File: src/hdl/efr_pkg.sv
`timescale 1ns / 1ps

package efr_pkg;

    localparam logic [7:0] ESC_BYTE = 8'h9F;
    localparam logic [7:0] STX_BYTE = 8'h02;
    localparam logic [7:0] ETX_BYTE = 8'h03;

    localparam logic [7:0] TYPE_A = 8'h01;
    localparam logic [7:0] TYPE_B = 8'h20;
    localparam logic [7:0] TYPE_C = 8'hA0;
    localparam logic [7:0] TYPE_LONG = 8'hA2;
    localparam logic [7:0] TYPE_MID = 8'hA3;

    typedef enum logic [2:0] {
        ERR_NONE     = 3'd0,
        ERR_STX      = 3'd1,
        ERR_TYPE     = 3'd2,
        ERR_CHECKSUM = 3'd3,
        ERR_TRAILER  = 3'd4
    } err_code_t;

    // One frame result or error report, as it leaves the parser.
    typedef struct packed {
        logic       valid;
        logic       good;
        err_code_t  err;
        logic [7:0] type_code;
        logic [1:0] len;
        logic [7:0] d0;
        logic [7:0] d1;
        logic [7:0] d2;
    } result_t;

    function automatic logic type_ok(input logic [7:0] t);
        return (t == TYPE_A) || (t == TYPE_B) || (t == TYPE_C) ||
               (t == TYPE_LONG) || (t == TYPE_MID);
    endfunction

    function automatic logic [1:0] len_of(input logic [7:0] t);
        logic [1:0] n;
        case (t)
            TYPE_LONG: n = 2'd3;
            TYPE_MID:  n = 2'd2;
            default:   n = 2'd1;
        endcase
        return n;
    endfunction

endpackage

File: src/hdl/efr_parser.sv
`timescale 1ns / 1ps

module efr_parser
    import efr_pkg::*;
(
    input  logic       clk,
    input  logic       rst_n,
    input  logic       accept,
    input  logic [7:0] rx_byte,
    output result_t    result
);

    typedef enum logic [2:0] {
        PH_ESC   = 3'd0,
        PH_STX   = 3'd1,
        PH_TYPE  = 3'd2,
        PH_DATA  = 3'd3,
        PH_CHECK = 3'd4,
        PH_ETX   = 3'd5
    } phase_t;

    phase_t     phase_reg, phase_next;
    logic       in_frame_reg, in_frame_next;
    logic [7:0] type_reg, type_next;
    logic [1:0] count_reg, count_next;
    logic [7:0] d0_reg, d0_next;
    logic [7:0] d1_reg, d1_next;
    logic [7:0] d2_reg, d2_next;
    logic [7:0] xor_reg, xor_next;

    always_comb
    begin
        logic       hunt;
        logic [1:0] cnt_inc;
        hunt          = 1'b0;
        cnt_inc       = count_reg + 2'd1;
        phase_next    = phase_reg;
        in_frame_next = in_frame_reg;
        type_next     = type_reg;
        count_next    = count_reg;
        d0_next       = d0_reg;
        d1_next       = d1_reg;
        d2_next       = d2_reg;
        xor_next      = xor_reg;
        result        = '0;

        if (accept)
        begin
            case (phase_reg)
                PH_STX:
                begin
                    if (rx_byte == STX_BYTE)
                    begin
                        phase_next = PH_TYPE;
                    end
                    else
                    begin
                        result.valid = 1'b1;
                        result.err   = ERR_STX;
                        hunt         = 1'b1;
                    end
                end
                PH_TYPE:
                begin
                    if (type_ok(rx_byte))
                    begin
                        type_next  = rx_byte;
                        xor_next   = rx_byte;
                        count_next = 2'd0;
                        d0_next    = 8'd0;
                        d1_next    = 8'd0;
                        d2_next    = 8'd0;
                        phase_next = PH_DATA;
                    end
                    else
                    begin
                        result.valid = 1'b1;
                        result.err   = ERR_TYPE;
                        hunt         = 1'b1;
                    end
                end
                PH_DATA:
                begin
                    case (count_reg)
                        2'd0:    d0_next = rx_byte;
                        2'd1:    d1_next = rx_byte;
                        2'd2:    d2_next = rx_byte;
                        default: ;
                    endcase
                    xor_next   = xor_reg ^ rx_byte;
                    count_next = cnt_inc;
                    if (cnt_inc >= len_of(type_reg))
                    begin
                        phase_next = PH_CHECK;
                    end
                end
                PH_CHECK:
                begin
                    // in_frame stays set, so the next escape is taken as the trailer.
                    if (rx_byte == xor_reg)
                    begin
                        phase_next = PH_ESC;
                    end
                    else
                    begin
                        result.valid = 1'b1;
                        result.err   = ERR_CHECKSUM;
                        hunt         = 1'b1;
                    end
                end
                PH_ETX:
                begin
                    result.valid = 1'b1;
                    if (rx_byte == ETX_BYTE)
                    begin
                        result.good      = 1'b1;
                        result.err       = ERR_NONE;
                        result.type_code = type_reg;
                        result.len       = len_of(type_reg);
                        result.d0        = d0_reg;
                        result.d1        = d1_reg;
                        result.d2        = d2_reg;
                    end
                    else
                    begin
                        result.err = ERR_TRAILER;
                    end
                    hunt = 1'b1;
                end
                default:
                begin
                    if (rx_byte == ESC_BYTE)
                    begin
                        if (in_frame_reg)
                        begin
                            phase_next = PH_ETX;
                        end
                        else
                        begin
                            in_frame_next = 1'b1;
                            phase_next    = PH_STX;
                        end
                    end
                    else if (in_frame_reg)
                    begin
                        result.valid = 1'b1;
                        result.err   = ERR_TRAILER;
                        hunt         = 1'b1;
                    end
                    else
                    begin
                        phase_next = PH_ESC;
                    end
                end
            endcase
        end

        if (hunt)
        begin
            phase_next    = PH_ESC;
            in_frame_next = 1'b0;
            type_next     = 8'd0;
            count_next    = 2'd0;
            d0_next       = 8'd0;
            d1_next       = 8'd0;
            d2_next       = 8'd0;
            xor_next      = 8'd0;
        end
    end

    always_ff @(posedge clk or negedge rst_n)
    begin
        if (!rst_n)
        begin
            phase_reg    <= PH_ESC;
            in_frame_reg <= 1'b0;
            type_reg     <= 8'd0;
            count_reg    <= 2'd0;
            d0_reg       <= 8'd0;
            d1_reg       <= 8'd0;
            d2_reg       <= 8'd0;
            xor_reg      <= 8'd0;
        end
        else
        begin
            phase_reg    <= phase_next;
            in_frame_reg <= in_frame_next;
            type_reg     <= type_next;
            count_reg    <= count_next;
            d0_reg       <= d0_next;
            d1_reg       <= d1_next;
            d2_reg       <= d2_next;
            xor_reg      <= xor_next;
        end
    end

endmodule

File: src/hdl/escaped_frame_receiver.sv
`timescale 1ns / 1ps

// Receiver for escaped serial frames: ESC STX type data[1..3] checksum ESC ETX.
// The slave channel takes one received byte per item in s_tdata. The master
// channel gives one item per completed frame or per framing error; m_tuser
// is 1 for a good frame and 0 for an error report.
// Bytes outside a frame other than the escape byte give no item.
// Throughput is one byte per cycle while s_tready is high: each byte is decoded
// combinationally against the frame state registers. A result is registered at
// the edge that accepts the byte causing it, in the output register if that is
// free or being taken (m_tvalid then rises right after that edge), else in the skid register.
// A two-entry output buffer (output register plus skid register) lets input
// continue while one result waits. When the receiver stalls and both entries
// hold results, s_tready drops until m_tready takes one.
// Reset (rst_n low, asynchronous) returns the parser to hunting for an
// escape byte and empties the output buffer.

module escaped_frame_receiver
    import efr_pkg::*;
(
    input  logic        clk,
    input  logic        rst_n,
    input  logic        s_tvalid,
    output logic        s_tready,
    input  logic [7:0]  s_tdata,  // [7:0] rx_byte
    output logic        m_tvalid,
    input  logic        m_tready,
    output logic [39:0] m_tdata,  // [2:0] error_code, [10:3] type_code, [12:11] data_len,
                                  // [20:13] data_first, [28:21] data_second,
                                  // [36:29] data_third, [39:37] zero
    output logic [0:0]  m_tuser   // [0] frame_good
);

    result_t res;
    result_t out_reg, out_next;
    result_t skid_reg, skid_next;
    logic    accept;
    logic    pop;

    assign s_tready = !skid_reg.valid;
    assign accept   = s_tvalid && s_tready;
    assign pop      = out_reg.valid && m_tready;

    efr_parser u_parser (
        .clk     (clk),
        .rst_n   (rst_n),
        .accept  (accept),
        .rx_byte (s_tdata),
        .result  (res)
    );

    always_comb
    begin
        out_next  = out_reg;
        skid_next = skid_reg;
        if (pop)
        begin
            if (skid_reg.valid)
            begin
                out_next        = skid_reg;
                skid_next.valid = 1'b0;
            end
            else
            begin
                out_next = res;
            end
        end
        else if (!out_reg.valid)
        begin
            out_next = res;
        end
        else if (res.valid)
        begin
            skid_next = res;
        end
    end

    always_ff @(posedge clk or negedge rst_n)
    begin
        if (!rst_n)
        begin
            out_reg  <= '0;
            skid_reg <= '0;
        end
        else
        begin
            out_reg  <= out_next;
            skid_reg <= skid_next;
        end
    end

    assign m_tvalid   = out_reg.valid;
    assign m_tuser[0] = out_reg.good;
    assign m_tdata    = {3'd0, out_reg.d2, out_reg.d1, out_reg.d0, out_reg.len,
                         out_reg.type_code, out_reg.err};

endmodule

File: config.mk
export PLATFORM = sky130hd
export DESIGN_NAME = escaped_frame_receiver
export DESIGN_NICKNAME = d
export VERILOG_FILES = /design/src/hdl/efr_pkg.sv /design/src/hdl/efr_parser.sv /design/src/hdl/escaped_frame_receiver.sv
export SDC_FILE = /design/constraint.sdc
export NUM_CORES = 1
export LEC_CHECK = 0
export BUFFER_PORTS_ARGS = -buffer_cell sky130_fd_sc_hd__buf_2
export CORE_MARGIN = 3
export CORE_UTILIZATION = 55
export DETAILED_ROUTE_END_ITERATION = 6
export GPL_TIMING_DRIVEN = 0
export PLACE_DENSITY_LB_ADDON = 0.1
export SKIP_CTS_REPAIR_TIMING = 1
export SLEW_MARGIN = 10
export SYNTH_ARGS = -nofsm -noshare
export SYNTH_HDL_FRONTEND = slang
export SYNTH_SLANG_ARGS = --single-unit
File: constraint.sdc
create_clock -name clk -period 2.5 [get_ports clk]
set_clock_uncertainty 0.15 [all_clocks]
set_input_delay 0.75 -clock clk [delete_from_list [all_inputs] [get_ports clk]]
set_output_delay 0.75 -clock clk [all_outputs]
set_load 0.03 [all_outputs]
==> results of run 1 <==
==> area by class of cell <==
type | instances | area (sq um) | share of cell area
inverters | 7 | 26.3 | 0.00374
well taps | 133 | 166 | 0.0237
plain buffers | 43 | 334 | 0.0476
clock buffers | 20 | 455 | 0.0648
clock inverters | 11 | 166 | 0.0237
repair buffers | 64 | 402 | 0.0572
flip-flops and latches | 124 | 3100 | 0.442
multi-input cells | 401 | 2370 | 0.337
==> power by group through the flow <==
| stage | clock network [uW] | logic, uW | registers (uW) |
|---|---|---|---|
| 4_1_cts | 2580 | 2370 | 2600 |
| 2_1_floorplan | 0 | 1330 | 2970 |
| 3_5_place_dp | 0 | 2360 | 2640 |
| 5_1_grt | 2680 | 2850 | 2650 |
| 3_3_place_gp | 0 | 2310 | 2620 |
| 6_report | 2550 | 2640 | 2610 |
==> stage by stage <==
step / util / area, sq um / hold WS [ns] / instances / total power [uW]
after floorplan: - / 5720 / 0.304 / 576 / 4300
after detailed placement: 0.627 / 6160 / 0.325 / 757 / 5000
final: 0.715 / 7020 / 0.113 / 803 / 7800
after global placement: 0.624 / 6120 / 0.316 / 756 / 4920
after global routing: 0.715 / 7020 / 0.145 / 803 / 8180
after CTS: 0.690 / 6780 / 0.127 / 788 / 7550
==> per-layer routing <==
layer / share of wire / up-vias / GRT usage
met1: 0.43 / 2263 / 0.337
met3: 0.060 / 40 / 0.0482
met5: 0 / - / 0
met4: 0.021 / 0 / 0.0849
met2: 0.48 / 187 / 0.416
li1: - / 2164 / -
==> cells in the final DEF, fill, tap and decap left out, types with 4 or more instances in the layout <==
| cell type | instances |
|---|---|
| dfrtp_1 | 124 |
| clkbuf_1 | 13 |
| nand2_1 | 102 |
| a31oi_1 | 38 |
| clkbuf_16 | 16 |
| nand2_2 | 28 |
| a21oi_1 | 4 |
| a22o_1 | 24 |
| clkbuf_8 | 4 |
| nor2b_1 | 5 |
| ha_1 | 5 |
| buf_6 | 10 |
| nand3_1 | 13 |
| and3_1 | 5 |
| xor2_1 | 8 |
| bufinv_16 | 4 |
| buf_2 | 48 |
| nor2_1 | 56 |
| inv_1 | 6 |
| buf_8 | 4 |
| nor3_1 | 4 |
| nand4b_1 | 5 |
| o21ai_1 | 36 |
| o21ai_0 | 18 |
| buf_4 | 18 |
| nand2b_1 | 5 |
| clkbuf_2 | 5 |
==> worst register-to-register path: stages, from the launching register on <==
cell and delay (ns):
dfrtp_1 0.41, clkinv_1 0.24, nor2_1 0.40, a221oi_4 0.11, o311ai_4 0.37, buf_4 0.18, buf_8 0.12, mux2_4 0.30
==> worst max-delay path by stage <==
stage	start	endpoint	slack, ns	depth (start not counted)
final	s_tdata[6]	skid_reg[36]	-0.02	8
after floorplan	s_tdata[4]	skid_reg[36]	-0.46	8
after global routing	s_tdata[7]	skid_reg[36]	-0.06	9
after global placement	rst_n	u_parser.xor_reg[0]	-1.0	1
after CTS	s_tdata[1]	u_parser.d2_reg[3]	-0.42	8
after detailed placement	s_tdata[1]	u_parser.d2_reg[3]	-0.95	8
==> kinds of logic (layout without fill, tap and decap cells) <==
kind of cell,Yosys count,count (layout)
adders and majority gates,5,5
muxes,2,2
other,1,3
buffers and inverters,51,145
DFF,124,124
and+or+nand+nor,239,239
xor gates and xnor gates,8,8
AOI/OAI and AO/OA,144,144
==> out/metrics.yaml, run 1 <==
status:
  status: "finished, violations left"
  violations: "negative setup slack"
timing:
  hold_violations: 0
  finalSetupTns_ns: -0.0470
  rsz0062_at_grt: "true"
  max_freq_ghz: 0.396
  finalMaxSlewViolations: 0
  min_period_over_period: 1.01
  relSlewSlack: 0.340
  worst_pin_slew_ns: 0.983
  setup_violations: 2
  setup_ws_ns: -0.0250
  period_needed_ns: 2.52
pwr:
  p_int_uw: 4940
  power_density_nw_per_um2: 1110
  clkPwrFrac: 0.327
  p_comb_frac: 0.339
  p_sw_uw: 2860
  leakagePower_uw: 0.00322
  seqPwrFrac: 0.334
  p_sw_frac: 0.367
  ir_drop_v: 0.000633
die:
  boundaryPins: 55
  dieArea_sq_um: 11400
  std_cell_rows: 36
  core_sq_um: 9820
  dieWidth_um: 107
  die_h_um: 107
  start_util: 0.568
yosys:
  synth-xor-area-share: 0.0126
  synthSimpleGateAreaFrac: 0.187
  ys_warn_count: 0
  synth-seq-cells: 124
  synthAdderAreaFrac: 0.0112
  synth-compound-area-share: 0.179
  synth.avg_cell_area_sq_um: 9.72
  yosysTopAreaCell: "dfrtp_1"
  synth-edff-count: 0
  synthArstFlopShare: 1.00
  syn_inst: 574
  synth_mux_area_frac: 0.00403
  synth_most_common_cell: "nand2_1"
  ys_seq_area_frac: 0.556
  synth_flop_cell: "dfrtp_1"
  synthDistinctLibCells: 46
  ys_top_cells_by_count: "130 x nand2_1, 124 x dfrtp_1, 57 x nor2_1, 38 x a31oi_1, 36 x o21ai_1"
  synthTopCellsByArea: "dfrtp_1 56%, nand2_1 8.7%, a31oi_1 4.3%"
  synth_top_area_share: 0.556
  synth_top_family_by_area: "simple AND/OR/NAND/NOR gates"
  syn_area_sq_um: 5580
clocking:
  cts-root-buf: "clkbuf_8"
  cts.clk_slew.worst_paths_ns: 0.06
  cts_made_buffers: 17
  insertion_delay_ns: 0.50
  tritoncts: "done"
  cts-htree-levels: 4
  clock_path_buffers: 2
  clock-sinks: 124
worst_setup_path:
  cp_max_fo: 5
  reg2reg_to: "skid_reg[36]"
  crit_type: "input port to register"
  slowest_delay_ns: 0.55
  critPathSlowestCell: "or4_4"
  worstPathBufferInverterCount: 3
  crit_chain: "buf_12 -> or4_4 -> nor4_4 -> a221oi_4 -> o311ai_4 -> buf_4 -> buf_8 -> mux2_4"
  end_kind: "register"
  arrival_ns: 2.76
  ff2ff_path_depth: 7
  r2r-start: "u_parser.phase_reg[1]"
  r2r_slack_ns: 0.09
  cp-start-kind: "input port"
  critPathTopFamily: "simple AND/OR/NAND/NOR gates"
  cp_data_required_time_ns: 2.74
place:
  place_congestion: 0.910
  numPortBuffers: 47
  dp_hpwl_um: 9210
  preCtsSetupSlack_ns: -0.949
grt:
  overflow: 0
  grt_pass1_vias: 4413
  grt_max_degree: 70
  grt_pass1_wl_um: 22400
  antenna_found_initial: 0
  track_usage: 0.252
final_layout:
  fillerInstances: 762
  diodes: 0
  largest_register_ffs: 39
  areaGrowthSynthToFinish_pct: 25.8
  drive_above_1_share: 0.257
  nNetsFinal: 675
drt:
  drt_iter0_drc: 310
  routed_wl_um: 13900
  ant_nets: 0
  drt_pass1_iterations: 5
  drc: 0
  via_count: 4654
  avgViaCountPerCell: 5.80
  wl_per_cell_um: 17.4
hold_path:
  min_path_type: "input port to asynchronous set/reset pin"
flow_run:
  cap_viol_max_count: 0
Note: power is estimated with default switching activity, not from simulation.
==> run 2: changes to the inputs <==
--- a/config.mk
+++ b/config.mk
@@ -11,6 +11,7 @@
 export DETAILED_ROUTE_END_ITERATION = 6
 export GPL_TIMING_DRIVEN = 0
 export PLACE_DENSITY_LB_ADDON = 0.1
+export SETUP_SLACK_MARGIN = 0.4
 export SKIP_CTS_REPAIR_TIMING = 1
 export SLEW_MARGIN = 10
 export SYNTH_ARGS = -nofsm -noshare
==> run 2 against run 1 <==
Effect of this change:
- the run ends with negative hold slack, negative setup slack left
- sequential power hardly changed
- count of clock-buffer cells in the layout is the same
- clock power about the same
- sequential share of layout area is 2.0 points lower
- register-to-register slack worse by 0.10 ns
- total power is 3.7% higher
- global-route usage increased by 0.13 points
- largest power group unchanged
==> out/metrics.yaml, run 2 (same netlist as run 1, synthesis figures left out) <==
status:
  status: "finished, violations left"
  violations: "negative hold slack, negative setup slack"
drt:
  via_count: 4753
  avgViaCountPerCell: 5.82
  drc: 0
  wl_per_cell_um: 18.3
  drt_iter0_drc: 241
  drt_pass1_iterations: 5
  ant_nets: 0
  routed_wl_um: 14900
pwr:
  p_int_uw: 5090
  power_density_nw_per_um2: 1100
  clkPwrFrac: 0.316
  leakagePower_uw: 0.00335
  seqPwrFrac: 0.325
  p_sw_frac: 0.371
  p_comb_frac: 0.359
  finalPower_uw: 8090
  p_sw_uw: 3000
  ir_drop_v: 0.000648
worst_setup_path:
  slowest_delay_ns: 0.53
  crit_type: "input port to register"
  cp_data_required_time_ns: 2.75
  cp-start-kind: "input port"
  critPathSlowestCell: "or4_4"
  crit_start: "s_tdata[6]"
  arrival_ns: 2.83
  r2r-start: "u_parser.xor_reg[4]"
  critPathTopFamily: "simple AND/OR/NAND/NOR gates"
  end_kind: "register"
  cp_max_fo: 7
  cpMostUsedCell: "buf_6"
  worstPathBufferInverterCount: 3
  crit_chain: "buf_12 -> or4_4 -> buf_6 -> nor4_4 -> a221oi_4 -> o311ai_4 -> buf_6 -> mux2_4"
clocking:
  clock-sinks: 124
  tritoncts: "done"
  cts_made_buffers: 17
  clock_path_buffers: 2
  cts-htree-levels: 4
  cts.clk_slew.worst_paths_ns: 0.06
  cts-root-buf: "clkbuf_8"
  insertion_delay_ns: 0.52
timing:
  max_freq_ghz: 0.387
  setup_ws_ns: -0.0816
  rsz0062_at_grt: "true"
  period_needed_ns: 2.58
  finalMaxSlewViolations: 0
  min_period_over_period: 1.03
  relSlewSlack: 0.533
  worst_pin_slew_ns: 0.696
  holdWs_ns: -0.00252
  setup_violations: 37
  hold_violations: 2
die:
  die_h_um: 107
  core_sq_um: 9820
  dieArea_sq_um: 11400
  std_cell_rows: 36
  start_util: 0.568
  boundaryPins: 55
  dieWidth_um: 107
final_layout:
  fillerInstances: 694
  final_cells: 816
  final_cell_mix: "124 x dfrtp_1, 86 x nand2_1, 55 x nor2_1, 47 x buf_2, 42 x nand2_2"
  nNetsFinal: 687
  largest_register_ffs: 39
  diodes: 0
  layout_commonest_cell: "dfrtp_1"
  areaGrowthSynthToFinish_pct: 31.8
  drive_above_1_share: 0.331
place:
  place_congestion: 0.903
  dp_hpwl_um: 9170
  dp_cells: 757
  numPortBuffers: 47
grt:
  grt_max_degree: 83
  grt_pass1_vias: 4538
  antenna_found_initial: 0
  overflow: 0
  grt_pass1_wl_um: 22400
  track_usage: 0.254
hold_path:
  min_path_type: "input port to asynchronous set/reset pin"
flow_run:
  cap_viol_max_count: 0
==> run 2: worst register-to-register path, stage by stage, from the launching register on <==
cell      delay (ns)
dfrtp_1         0.43
xor2_1          0.18
nor4_1          0.51
a21oi_4         0.20
o311ai_4        0.42
buf_6           0.21
mux2_4          0.31
==> run 2: worst paths after layout <==
check / to / slack [ns] / depth (start not counted)
max in group asynchronous: u_parser.xor_reg[5] / 1.49 / 2
hold / removal: m_tdata[29] / -0.003 / 1
hold reg to reg: skid_reg[21] / 0.33 / 2
setup reg to reg: skid_reg[36] / -0.01 / 6
min in group clk: skid_reg[38] / 0.28 / 2
setup / recovery: skid_reg[36] / -0.08 / 8
==> run 2: layout make-up <==
cell class | count | area, sq um | area share
Sequential cell | 124 | 3100 | 0.422
Multi-Input combinational cell | 401 | 2540 | 0.346
Timing Repair Buffer | 75 | 543 | 0.0738
Clock buffer | 20 | 445 | 0.0605
Buffer | 44 | 357 | 0.0485
Clock inverter | 12 | 169 | 0.0230
Tap cell | 133 | 166 | 0.0226
Inverter | 7 | 30.0 | 0.00408
==> run 2: power by group through the flow <==
| stage | logic (uW) | registers [uW] | clock network, uW |
|---|---|---|---|
| final | 2910 | 2630 | 2550 |
| after global routing | 3120 | 2660 | 2650 |
| after CTS | 2370 | 2610 | 2560 |
| after detailed placement | 2360 | 2640 | 0 |
| after global placement | 2300 | 2610 | 0 |
| after floorplan | 1330 | 2970 | 0 |
==> run 2: through the flow <==
stage	setup slack, ns	hold WS [ns]	util	TNS [ns]	area [sq um]
6_report	-0.0816	-0.00252	0.749	-1.25	7360
5_1_grt	-0.146	0.0171	0.749	-4.87	7360
4_1_cts	-0.291	0.00660	0.692	-18.92	6790
3_5_place_dp	-0.826	0.325	0.629	-78.36	6180
3_3_place_gp	-0.965	0.316	0.626	-193.73	6140
2_1_floorplan	-0.460	0.304	-	-32.82	5740
==> run 2: layer usage <==
layer	wire length [um]	part of all wire	vias up	GRT usage
met5	0	0	-	0
met4	357	0.024	0	0.0977
met3	744	0.050	36	0.0548
met2	7530	0.50	162	0.423
met1	6280	0.42	2355	0.326
li1	-	-	2200	-
==> run 3: changes to the inputs <==
--- a/config.mk
+++ b/config.mk
@@ -5,6 +5,7 @@
 export SDC_FILE = /design/constraint.sdc
 export NUM_CORES = 1
 export LEC_CHECK = 0
+export ABC_AREA = 1
 export BUFFER_PORTS_ARGS = -buffer_cell sky130_fd_sc_hd__buf_2
 export CORE_MARGIN = 3
 export CORE_UTILIZATION = 55
==> run 3 against run 2 <==
Effect of this change:
- the flow now finishes without violations
- global-route usage is 0.52 points higher
- non-clock buffer count down 17
- synthesized cell count grew 20%
- maximum frequency grew 26%
- sequential share of layout area is 1.6 points higher
- hold slack better by 0.045 ns
- via count increased by 6.6%
- highest routed layer unchanged
==> out/metrics.yaml, run 3 <==
timing:
  rsz0062_at_grt: "true"
  finalSetupTns_ns: 0
  max_freq_ghz: 0.488
  finalMaxSlewViolations: 0
  setup_violations: 0
  holdWs_ns: 0.0423
  min_period_over_period: 0.819
  worst_pin_slew_ns: 0.597
  relSlewSlack: 0.602
  hold_violations: 0
  period_needed_ns: 2.05
yosys:
  synthAdderAreaFrac: 0.0108
  synthDistinctLibCells: 32
  synthSimpleGateAreaFrac: 0.275
  synthArstFlopShare: 1.00
  ys_top_cells_by_count: "204 x nand2_1, 124 x dfrtp_1, 65 x nor2_1, 49 x nand3_1, 40 x a31oi_1"
  syn_inst: 691
  synth_most_common_cell: "nand2_1"
  ys_seq_area_frac: 0.537
  synth-edff-count: 0
  synth-compound-area-share: 0.109
  syn_area_sq_um: 5770
  ys_warn_count: 0
  yosysTopAreaCell: "dfrtp_1"
  synth_top_area_share: 0.537
  synth_flop_cell: "dfrtp_1"
  synth_mux_area_frac: 0
  synth.avg_cell_area_sq_um: 8.36
  synthTopCellsByArea: "dfrtp_1 54%, nand2_1 13%, a31oi_1 4.3%"
  synth-xor-area-share: 0
  synth_top_family_by_area: "simple AND/OR/NAND/NOR gates"
  synth-seq-cells: 124
final_layout:
  areaGrowthSynthToFinish_pct: 22.7
  largest_register_ffs: 39
  seq_area_sq_um: 3100
  nNetsFinal: 788
  fillerInstances: 779
  final_cells: 917
  drive_above_1_share: 0.219
  diodes: 0
  final_cell_mix: "200 x nand2_1, 123 x dfrtp_1, 60 x nor2_1, 57 x buf_2, 47 x nand3_1"
  multi_input_area_sq_um: 2390
  layout_commonest_cell: "nand2_1"
  fin_util: 0.708
die:
  start_util: 0.577
  std_cell_rows: 36
  dieArea_sq_um: 11800
  die_h_um: 108
  core_sq_um: 10000
  boundaryPins: 55
  dieWidth_um: 108
drt:
  avgViaCountPerCell: 5.53
  via_count: 5069
  routed_wl_um: 14300
  wl_per_cell_um: 15.6
  drc: 0
  drt_iter0_drc: 316
  ant_nets: 0
  drt_pass1_iterations: 5
worst_setup_path:
  cp_data_required_time_ns: 1.60
  ff2ff_path_depth: 11
  endpoint: "s_tready"
  cp-start-kind: "register"
  critPathSlowestCell: "dfrtp_1"
  reg2reg_to: "skid_reg[2]"
  r2r-start: "u_parser.phase_reg[1]"
  r2r_slack_ns: 0.49
  slowest_delay_ns: 0.39
  crit_start: "skid_reg[38]"
  cp_max_fo: 4
  crit_type: "register to primary output"
  end_kind: "primary output"
  arrival_ns: 1.15
  crit_chain: "inv_2 -> buf_6"
pwr:
  p_sw_uw: 2550
  clkPwrFrac: 0.363
  p_sw_frac: 0.359
  p_comb_frac: 0.281
  power_density_nw_per_um2: 1000
  ir_drop_v: 0.000500
  seqPwrFrac: 0.356
  leakagePower_uw: 0.00357
  p_int_uw: 4560
grt:
  antenna_found_initial: 0
  grt_pass1_vias: 4737
  grt_pass1_wl_um: 23300
  grt_max_degree: 68
  track_usage: 0.259
  overflow: 0
clocking:
  cts-root-buf: "clkbuf_8"
  clock-sinks: 124
  cts-htree-levels: 4
  cts_made_buffers: 17
  cts.clk_slew.worst_paths_ns: 0.06
  tritoncts: "done"
  insertion_delay_ns: 0.53
  clock_path_buffers: 2
place:
  place_congestion: 0.904
  numPortBuffers: 51
  dp_cells: 878
  dp_hpwl_um: 10300
hold_path:
  min_path_type: "input port to asynchronous set/reset pin"
status:
  status: "finished clean"
flow_run:
  cap_viol_max_count: 0
## run 3: layout make-up
type                       count  share of cell area
buffer                        43              0.0364
clock buffer                  17              0.0585
clock inverter                15              0.0295
inverter                      44              0.0251
multi-input combinational    482               0.338
sequential                   124               0.438
tap                          133              0.0235
timing repair buffer          59              0.0509
## run 3: logic make-up after synthesis
kind of cell	after synthesis
AOI/OAI and AO/OA	107
adders and majority gates	5
buffers and inverters	87
DFF	124
other	1
and+or+nand+nor	367
## run 3: through the flow
step                cell area, sq um  setup WS, ns  power, uW
CTS                             6920         0.144       6990
global placement                6260        -0.969       4360
detailed placement              6290        -0.103       4420
global route                    7080         0.361       7460
floorplan                       5840         0.386       3850
finish                          7080         0.451       7110
## run 3: metal layers
metal  GRT usage  wire (um)
met1       0.340       6300
met2       0.414       6760
met3      0.0525        800
met4       0.121        452
met5           0          0
## run 3: worst min path at each step
stage	slack, ns	to	cells past startpoint	from
2_1_floorplan	0.29	u_parser.d0_reg[0]	2	u_parser.d0_reg[0]
3_3_place_gp	0.31	u_parser.d1_reg[6]	2	u_parser.d1_reg[6]
3_5_place_dp	0.31	u_parser.d1_reg[0]	2	u_parser.d1_reg[0]
4_1_cts	0.05	m_tdata[22]	1	rst_n
5_1_grt	0.08	m_tdata[5]	1	rst_n
6_report	0.04	m_tdata[22]	1	rst_n
## run 3: power groups by stage
| stage | Sequential [uW] | Combinational (uW) | Clock [uW] |
|---|---|---|---|
| floorplan | 2830 | 1020 | 0 |
| global route | 2570 | 2210 | 2680 |
| global placement | 2550 | 1810 | 0 |
| finish | 2530 | 2000 | 2580 |
| CTS | 2530 | 1860 | 2600 |
| detailed placement | 2570 | 1850 | 0 |
## run 3: worst max-delay path, delay by kind of cell, from the launching register on
family / cells / cell delay [ns]
DFF: 1 / 0.39
buffers and inverters: 2 / 0.24
